[config.mk]
export PLATFORM = sky130hd
export DESIGN_NAME = gvafa_ctrl
export DESIGN_NICKNAME = d
export VERILOG_FILES = /design/src/rtl/core/gvafa_pkg.sv /design/src/rtl/core/gvafa_ctrl.sv
export SDC_FILE = /design/constraint.sdc
export NUM_CORES = 1
export LEC_CHECK = 0
export BUFFER_PORTS_ARGS = -buffer_cell sky130_fd_sc_hd__clkbuf_2
export CAP_MARGIN = 30
export CORE_MARGIN = 4
export CORE_UTILIZATION = 47
export CTS_CLUSTER_SIZE = 14
export DETAILED_ROUTE_END_ITERATION = 6
export GPL_TIMING_DRIVEN = 0
export PLACE_DENSITY = 0.89
export SYNTH_ARGS = -nofsm -noshare
export SYNTH_HDL_FRONTEND = slang
export SYNTH_SLANG_ARGS = --single-unit
[constraint.sdc]
create_clock -name clk -period 2.05 [get_ports clk]
set_input_delay 0.41 -clock clk [delete_from_list [all_inputs] [get_ports clk]]
set_output_delay 0.41 -clock clk [all_outputs]
set_load 0.01 [all_outputs]
[src/rtl/core/gvafa_pkg.sv]
`timescale 1ns / 1ps

package gvafa_pkg;

  // Table and field geometry.
  localparam int MAX_REGIONS = 64;
  localparam int PAGE_BITS   = 36;
  localparam int ALIGN_BITS  = 31;
  localparam int IDX_W       = $clog2(MAX_REGIONS);
  localparam int CNT_W       = $clog2(MAX_REGIONS + 1);
  // A region may start one page past the address space, so starts carry one extra bit.
  localparam int START_W     = PAGE_BITS + 1;
  // Region ends and overflow sums need two extra bits.
  localparam int SUM_W       = PAGE_BITS + 2;

  localparam logic [ALIGN_BITS-1:0] ALIGN_GAP_LIMIT = ALIGN_BITS'(4096);
  localparam logic [SUM_W-1:0]      PAGE_LIMIT      = SUM_W'(1) << PAGE_BITS;

  typedef enum logic {
    OP_ALLOC = 1'b0,
    OP_FREE  = 1'b1
  } op_e_t;

  typedef enum logic [1:0] {
    ST_OK       = 2'd0,
    ST_FULL     = 2'd1,
    ST_UNKNOWN  = 2'd2,
    ST_OVERFLOW = 2'd3
  } status_e_t;

  typedef struct packed {
    op_e_t                 operation;
    logic [PAGE_BITS-1:0]  size_pages;
    logic [ALIGN_BITS-1:0] alignment;
    logic [PAGE_BITS-1:0]  address_page;
  } req_t;

  typedef struct packed {
    logic [PAGE_BITS-1:0] placed_page;
    status_e_t            status;
  } rsp_t;

  typedef struct packed {
    logic [START_W-1:0]   start;
    logic [PAGE_BITS-1:0] length;
  } entry_t;

  typedef enum logic [3:0] {
    CS_IDLE,
    CS_WALK_RD,
    CS_WALK_EV,
    CS_SHUP_RD,
    CS_SHUP_WR,
    CS_SHDN_RD,
    CS_SHDN_WR,
    CS_APPEND_PREP,
    CS_APPEND_CHK,
    CS_WRITE_NEW,
    CS_RESULT
  } ctl_state_e_t;

  // Commands from the controller to the datapath.
  typedef struct packed {
    logic      load;
    logic      walk_rd;
    logic      walk_ev;
    logic      shup_rd;
    logic      shup_wr;
    logic      shdn_rd;
    logic      shdn_wr;
    logic      append_prep;
    logic      write_new;
    logic      cnt_dec;
    logic      res_load;
    logic      res_page;
    status_e_t res_status;
  } dp_cmd_t;

  // Status from the datapath to the controller.
  typedef struct packed {
    logic full;
    logic empty;
    logic hit;
    logic walk_last;
    logic up_done;
    logic down_done;
    logic overflow;
    logic is_free;
    logic out_ready;
  } dp_sts_t;

endpackage

[src/rtl/core/gvafa_ctrl.sv]
`timescale 1ns / 1ps

module gvafa_ctrl import gvafa_pkg::*; (
  input  logic    clk,
  input  logic    rst_n,
  input  logic    in_valid,
  input  op_e_t   in_op,
  output logic    in_stall,
  input  dp_sts_t sts,
  output dp_cmd_t cmd
);

  ctl_state_e_t state_r, state_nxt;
  status_e_t    code_r, code_nxt;
  logic         page_r, page_nxt;

  // State and pending result code.
  always_ff @(posedge clk) begin
    if (!rst_n) begin
      state_r <= CS_IDLE;
      code_r  <= ST_OK;
      page_r  <= 1'b0;
    end else begin
      state_r <= state_nxt;
      code_r  <= code_nxt;
      page_r  <= page_nxt;
    end
  end

  assign in_stall = (state_r != CS_IDLE);

  // Next state and datapath commands.
  always_comb begin
    state_nxt      = state_r;
    code_nxt       = code_r;
    page_nxt       = page_r;
    cmd            = '0;
    cmd.res_status = code_r;
    cmd.res_page   = page_r;
    unique case (state_r)
      CS_IDLE: begin
        if (in_valid) begin
          cmd.load = 1'b1;
          page_nxt = 1'b0;
          if (in_op == OP_FREE) begin
            if (sts.empty) begin
              code_nxt  = ST_UNKNOWN;
              state_nxt = CS_RESULT;
            end else begin
              state_nxt = CS_WALK_RD;
            end
          end else if (sts.full) begin
            code_nxt  = ST_FULL;
            state_nxt = CS_RESULT;
          end else if (sts.empty) begin
            state_nxt = CS_APPEND_PREP;
          end else begin
            state_nxt = CS_WALK_RD;
          end
        end
      end
      CS_WALK_RD: begin
        cmd.walk_rd = 1'b1;
        state_nxt   = CS_WALK_EV;
      end
      CS_WALK_EV: begin
        cmd.walk_ev = 1'b1;
        if (sts.hit) begin
          if (!sts.is_free) begin
            state_nxt = CS_SHUP_RD;
          end else if (sts.walk_last) begin
            // Removing the last region needs no shift.
            cmd.cnt_dec = 1'b1;
            code_nxt    = ST_OK;
            state_nxt   = CS_RESULT;
          end else begin
            state_nxt = CS_SHDN_RD;
          end
        end else if (sts.walk_last) begin
          if (sts.is_free) begin
            code_nxt  = ST_UNKNOWN;
            state_nxt = CS_RESULT;
          end else begin
            state_nxt = CS_APPEND_PREP;
          end
        end else begin
          state_nxt = CS_WALK_RD;
        end
      end
      CS_SHUP_RD: begin
        cmd.shup_rd = 1'b1;
        state_nxt   = CS_SHUP_WR;
      end
      CS_SHUP_WR: begin
        cmd.shup_wr = 1'b1;
        state_nxt   = sts.up_done ? CS_WRITE_NEW : CS_SHUP_RD;
      end
      CS_SHDN_RD: begin
        cmd.shdn_rd = 1'b1;
        state_nxt   = CS_SHDN_WR;
      end
      CS_SHDN_WR: begin
        cmd.shdn_wr = 1'b1;
        if (sts.down_done) begin
          cmd.cnt_dec = 1'b1;
          code_nxt    = ST_OK;
          state_nxt   = CS_RESULT;
        end else begin
          state_nxt = CS_SHDN_RD;
        end
      end
      CS_APPEND_PREP: begin
        // Leave the one-page guard gap.
        cmd.append_prep = 1'b1;
        state_nxt       = CS_APPEND_CHK;
      end
      CS_APPEND_CHK: begin
        if (sts.overflow) begin
          code_nxt  = ST_OVERFLOW;
          state_nxt = CS_RESULT;
        end else begin
          state_nxt = CS_WRITE_NEW;
        end
      end
      CS_WRITE_NEW: begin
        cmd.write_new = 1'b1;
        code_nxt      = ST_OK;
        page_nxt      = 1'b1;
        state_nxt     = CS_RESULT;
      end
      CS_RESULT: begin
        if (sts.out_ready) begin
          cmd.res_load = 1'b1;
          state_nxt    = CS_IDLE;
        end
      end
      default: begin
        state_nxt = CS_IDLE;
      end
    endcase
  end

endmodule

### Word-level counts from Yosys, hierarchy flattened

Index checks and enable logic that the tools add are counted.

* flip-flop bits (word level): 7
* input bits: 13
* output and inout port bits: 15
* word-level logic and storage cells: 74

* equal/unequal tests: 18
* muxes and demuxes: 46
* reductions and logical operators: 7

Operators by type and width (number)
* $mux W4: 12
* $pmux W4 S11: 1
* $mux W2: 12
* $mux W1: 17
* $eq A4 B3 Y1 const B: 4
* $eq A4 B4 Y1 const B: 3
* $ne A2 B2 Y1 const B: 6
* $pmux W2 S5: 1
* $eq A4 B2 Y1 const B: 2
* $reduce_and A8 Y1: 1
* $ne A3 B3 Y1 const B: 2
* $reduce_bool A5 Y1: 1
* $eq A4 B1 Y1 const B: 1
* $logic_not A4 Y1: 1
* $pmux W1 S2: 2
* $reduce_and A2 Y1: 2
* $reduce_bool A4 Y1: 1
* $mux W3: 1
* $reduce_bool A2 Y1: 1

### Longest topological paths before layout

Gate-level depths: netlist of the first run.

* word-level depth: 5
* depth in mapped cells: 7

### Worst setup path before layout of the first run

OpenSTA, ideal clock, no wires.

* path type: register -> output
* from: register state_r[1]
* to: output cmd[4] in the netlist's numbering
* data arrival time: 1247 ps
* data required time: 1640 ps
* path slack: 393 ps
* cell stages (with the launch flop): 7
* cells stage by stage: dfxtp_1 -> buf_2 -> nand2b_1 -> buf_4 -> nor3_2 -> and2_1 -> a21o_1

RTL lines
* from (decl): RTL line gvafa_ctrl.sv:13 `ctl_state_e_t state_r, state_nxt;`
* from (signal assigned): RTL line gvafa_ctrl.sv:24 `state_r <= state_nxt;`
* to (decl): RTL line gvafa_ctrl.sv:10 `output dp_cmd_t cmd`

==> impl_metrics.py, run 1 <==
metrics = {
    "outcome": {
        "status": "finished clean",
    },
    "floorplan": {
        "die_h_um": 46.9,
        "core_area_um2": 1370,
        "die_w_um": 46.9,
        "rows": 13,
        "initial_utilization": 0.520,
        "die-area_um2": 2200,
        "ios": 28,
    },
    "critical_path": {
        "critPathLaunchType": "flop",
        "crit_type": "reg2out",
        "regToRegEndpoint": "state_r[3]",
        "slowest_stage": "dfxtp_1",
        "crit_chain": "clkbuf_4 -> nand2b_1 -> buf_4 -> nor3_4 -> and2_1 -> a21o_1 -> clkbuf_2",
        "crit_required_ns": 1.64,
        "endpoint_kind": "output port",
        "reg2reg_from": "state_r[0]",
        "crit_path_max_fanout": 9,
        "arrival_ns": 1.55,
        "reg2reg_setup_slack_ns": 0.29,
        "slowest_delay_ns": 0.30,
        "worstRegToRegCells": 6,
    },
    "synthesis": {
        "synth_warnings": 0,
        "synth.area.top_cells": "dfxtp_1 20%, a21oi_1 7.0%, o21ai_0 7.0%",
        "synth_flop_cell": "dfxtp_1",
        "synth_area_per_cell_um2": 7.04,
        "netlist.area_leader.share": 0.197,
        "synth_area_um2": 711,
        "synth_top_area_cell": "dfxtp_1",
        "yosysSeqAreaShare": 0.197,
        "ys_async_sr_fraction": 0,
        "synth_edf_count": 0,
        "ys_top_cells_by_count": "12 x nor2_1, 10 x a21oi_1, 10 x o21ai_0",
        "synth.most_common_cell": "nor2_1",
        "yosys.cell_types.count": 36,
        "syn-instance-count": 101,
        "syn_nets": 114,
        "yosys_register_bits": 7,
    },
    "sta": {
        "period_share": 0.956,
        "setup_viol": 0,
        "finalWorstSetupSlack_ns": 0.0905,
        "timing.hold.ws_ns": 0.464,
        "slew_headroom": 0.638,
        "fmax_mhz": 510,
        "slew_violations": 0,
        "rsz0062_at_grt": "no",
        "finClkSkew_ns": 0.00234,
        "worstMarginPinSlew_ns": 0.538,
        "period_minus_slack_ns": 1.96,
        "finalSetupTns_ns": 0,
        "hold_violations": 0,
    },
    "global_routing": {
        "grt_max_degree": 11,
        "met2_usage": 0.306,
        "antenna_found_initial": 0,
        "grt_first_pass_wirelength_mm": 3.35,
        "top_usage_layer": "met2",
        "gr-total-overflow": 0,
        "grt_util_met1": 0.301,
        "grt_pass1_vias": 764,
        "grt.total_usage": 0.214,
        "met3_usage": 0.0307,
    },
    "detailed_routing": {
        "first_pass_iters": 4,
        "first_iter_violations": 45,
        "via_per_inst": 5.97,
        "post-route-drc-count": 0,
        "vias": 871,
        "wire_per_inst_um": 14.1,
        "drt_wl_total_mm": 2.05,
        "ant_nets": 0,
    },
    "cts": {
        "cts_root_buf": "clkbuf_4",
        "cts_hold_buf": 0,
        "cts.htree.levels": 1,
        "cts_sinks": 7,
        "post_cts_buffers": 0,
        "path_clk_slew_ns": 0.06,
        "cts_tree": "done",
        "numCtsBuffers": 3,
        "insertion_delay_ns": 0.26,
        "cts_buffer_depth": 2,
    },
    "hold_path": {
        "whs_path_depth": 2,
        "min_from": "rst_n",
        "hold_end": "code_r[1]",
        "worst_hold_path_type": "in2reg",
    },
    "placed_design": {
        "place_ws_ns": 0.303,
        "io_buffers": 26,
        "routabilityCongestion": 0.887,
        "dp_hpwl_mm": 1.62,
    },
    "power": {
        "p_leak_uw": 0.000408,
        "p_per_area_nw_per_um2": 1270,
        "ir_worst_vdd_mv": 0.696,
        "power_uw": 1150,
    },
    "layout": {
        "final_layout_size_suffix_gt1_frac": 0.328,
        "fin_nets": 145,
        "utilization": 0.658,
        "areaGrowthSynthToFinish_pct": 26.4,
        "antenna_cells": 0,
    },
    "run": {
        "drv_cap": 0,
    },
}
## final cells by class
cell class,instances,area (um2)
multi-input combinational,80,510
fill,120,468
sequential,7,141
timing repair buffer,26,130
buffer,9,52.6
clock buffer,4,26.3
inverter,5,18.8
tap,15,18.8
## worst max path at each step
stage / startpoint / endpoint / slack [ns] / depth (start not counted)
finish: state_r[1] / cmd[4] / 0.09 / 7
CTS: state_r[1] / cmd[4] / 0.02 / 7
global placement: state_r[1] / cmd[4] / 0.34 / 7
floorplan: state_r[1] / cmd[4] / 0.39 / 6
detailed placement: state_r[1] / cmd[4] / 0.30 / 7
global route: state_r[1] / cmd[4] / 0.005 / 7
## critical path, delay by kind of cell (launching register included)
family                 cells  cell delay, ns
buffers and inverters      3            0.47
AND/OR/NAND/NOR            3            0.40
flip-flops                 1            0.30
AO/OA/AOI/OAI              1            0.11
## through the flow
stage | area [um2] | instances
CTS | 886 | 146
global route | 898 | 146
floorplan | 711 | 101
detailed placement | 860 | 142
global placement | 860 | 142
finish | 898 | 146
## power breakdown
group          leakage (uW)  switching [uW]  internal [uW]
Clock             0.0000150            60.4           74.9
Sequential        0.0000577            64.9            183
Combinational      0.000335             445            317
## registers in the layout, summed over array words and instances, names as in the netlist
signal and count:
code_r 2, page_r 1, state_r 4
## cell families after synthesis
| logic type | synth area share |
|---|---|
| and+or+nand+nor | 0.350 |
| AOI/OAI and AO/OA | 0.342 |
| buffers and inverters | 0.0968 |
| DFF | 0.197 |
| muxes | 0.0141 |
## placed cells by master, fill, tap and decap left out, types with 2 or more instances in the layout
cell type   n
nand2b_1    4
nor2b_1     4
inv_1       5
and2_1      4
nand2_1     8
nor3_1      4
clkbuf_4    4
o21ai_1     2
buf_4       3
buf_2       3
a21oi_1    10
nor2_1     11
clkbuf_2   26
dfxtp_1     6
o21ai_0    10
clkbuf_1    3
## per-layer routing
metal	vias to the layer above	part of all wire	wire [um]
met2	40	0.45	918
li1	427	-	-
met3	7	0.072	148
met4	0	0.027	56
met5	-	0	0
met1	397	0.45	930
## what timing repair did
action                     CTS  global route
setup endpoints to repair    0             2
hold endpoints to repair     0             0
resized for setup            0             4
(Power assumes the default switching activity.)
==> run 2: changes to the inputs <==
--- a/config.mk
+++ b/config.mk
@@ -13,6 +13,7 @@
 export DETAILED_ROUTE_END_ITERATION = 6
 export GPL_TIMING_DRIVEN = 0
 export PLACE_DENSITY = 0.89
+export SETUP_SLACK_MARGIN = 0.2
 export SYNTH_ARGS = -nofsm -noshare
 export SYNTH_HDL_FRONTEND = slang
 export SYNTH_SLANG_ARGS = --single-unit
==> impl_metrics.py, run 2 (synthesized netlist as in run 1, its figures left out) <==
metrics = {
    "detailed_routing": {
        "vias": 955,
        "via_per_inst": 6.08,
        "post-route-drc-count": 0,
        "first_iter_violations": 56,
        "first_pass_iters": 4,
        "wire_per_inst_um": 15.8,
        "drt_wl_total_mm": 2.48,
        "ant_nets": 0,
    },
    "critical_path": {
        "worstRegToRegCells": 7,
        "regToRegEndpoint": "code_r[1]",
        "critPathLaunchType": "flop",
        "reg2reg_from": "state_r[1]",
        "arrival_ns": 1.45,
        "crit_required_ns": 1.64,
        "crit_type": "reg2out",
        "crit_end": "cmd[13]",
        "crit_path_max_fanout": 6,
        "reg2reg_setup_slack_ns": 0.24,
        "endpoint_kind": "output port",
        "crit_start": "state_r[1]",
    },
    "cts": {
        "cts_hold_buf": 0,
        "cts_root_buf": "clkbuf_4",
        "cts.htree.levels": 1,
        "cts_buffer_depth": 2,
        "numCtsBuffers": 3,
        "cts_sinks": 7,
        "path_clk_slew_ns": 0.06,
        "cts_tree": "done",
        "insertion_delay_ns": 0.26,
    },
    "placed_design": {
        "io_buffers": 26,
        "routabilityCongestion": 0.887,
        "place_ws_ns": 0.303,
        "dp_hpwl_mm": 1.62,
    },
    "sta": {
        "finalSetupTns_ns": 0,
        "rsz0062_at_grt": "yes",
        "period_minus_slack_ns": 1.86,
        "finClkSkew_ns": 0.00485,
        "worstMarginPinSlew_ns": 0.528,
        "setup_viol": 0,
        "period_share": 0.909,
        "finalWorstSetupSlack_ns": 0.186,
        "hold_violations": 0,
        "slew_violations": 0,
        "fmax_mhz": 536,
        "slew_headroom": 0.639,
    },
    "floorplan": {
        "core_area_um2": 1370,
        "initial_utilization": 0.520,
        "ios": 28,
        "die_w_um": 46.9,
        "die_h_um": 46.9,
        "rows": 13,
        "die-area_um2": 2200,
    },
    "layout": {
        "fin_nets": 156,
        "antenna_cells": 0,
        "largest_reg_flops": 4,
        "areaGrowthSynthToFinish_pct": 42.8,
        "final_cell_mix": "25 x clkbuf_2, 12 x buf_4, 10 x nor2_1, 10 x a21oi_1, 10 x o21ai_0",
        "final_common_cell": "clkbuf_2",
        "top_regs": "state_r x4, code_r x2, page_r x1",
        "top_register": "state_r",
        "final_layout_size_suffix_gt1_frac": 0.437,
    },
    "hold_path": {
        "worst_hold_path_type": "in2reg",
    },
    "global_routing": {
        "grt_max_degree": 11,
        "antenna_found_initial": 0,
        "gr-total-overflow": 0,
        "grt.total_usage": 0.241,
        "grt_first_pass_wirelength_mm": 3.77,
        "grt_pass1_vias": 861,
    },
    "power": {
        "ir_worst_vdd_mv": 0.770,
        "p_per_area_nw_per_um2": 1350,
        "power_uw": 1370,
        "p_leak_uw": 0.000478,
    },
    "outcome": {
        "status": "finished clean",
    },
    "run": {
        "drv_cap": 0,
    },
}
[run 2: cell types whose count changed in the layout (fill, tap and decap cells not counted), moves of 2 or more]
cell / change
and2_1: -2
and2_4: +2
buf_2: +2
buf_4: +9
buf_6: +3
dfxtp_1: -3
dfxtp_2: +2
[run 2: worst min-delay path by stage]
| stage | to | slack (ns) | cells after the start | from |
|---|---|---|---|---|
| global placement | code_r[0] | 0.45 | 2 | code_r[0] |
| finish | page_r | 0.48 | 2 | rst_n |
| CTS | code_r[1] | 0.47 | 2 | rst_n |
| detailed placement | code_r[0] | 0.48 | 2 | code_r[0] |
| global route | page_r | 0.49 | 2 | rst_n |
| floorplan | page_r | 0.48 | 2 | page_r |
[run 2: repair_timing]
| action | CTS | global route |
|---|---|---|
| resized for setup | 11 | 8 |
| endpoints found under the setup margin | 2 | 5 |
| cloned | 0 | 0 |
| pin swaps | 2 | 4 |
| buffers inserted | 7 | 4 |
[run 2: metal layers]
metal	track usage	wire length [um]	vias up
li1	-	-	445
met3	0.0421	185	10
met1	0.310	1050	442
met5	0	0	-
met2	0.374	1180	58
met4	0.144	70	0
[run 2: layout make-up]
class,count,area [um2]
buffer,9,61.3
tap,15,18.8
clock buffer,4,26.3
timing repair buffer,37,216
fill,106,352
multi-input combinational,80,526
sequential,7,148
inverter,5,18.8
[run 2: power breakdown]
group | total, uW | leakage (uW) | internal (uW) | switching, uW
Combinational | 983 | 0.000404 | 463 | 521
Clock | 135 | 0.0000150 | 74.9 | 60.5
Sequential | 255 | 0.0000592 | 191 | 63.9
Total | 1370 | 0.000478 | 729 | 645
[run 2: worst max-delay path, cell delays in order, from the launching register on]
cell and delay, ns:
dfxtp_2 0.31, buf_6 0.12, buf_6 0.11, nor4_4 0.34, nand2_1 0.12, inv_1 0.06, buf_2 0.12
[run 2: metrics by stage]
step | std cells | utilization | hold slack, ns | area, um2
floorplan | 101 | - | 0.480 | 711
global placement | 142 | 0.629 | 0.452 | 860
detailed placement | 142 | 0.629 | 0.479 | 860
CTS | 153 | 0.712 | 0.466 | 973
global route | 157 | 0.743 | 0.491 | 1010
finish | 157 | 0.743 | 0.477 | 1010
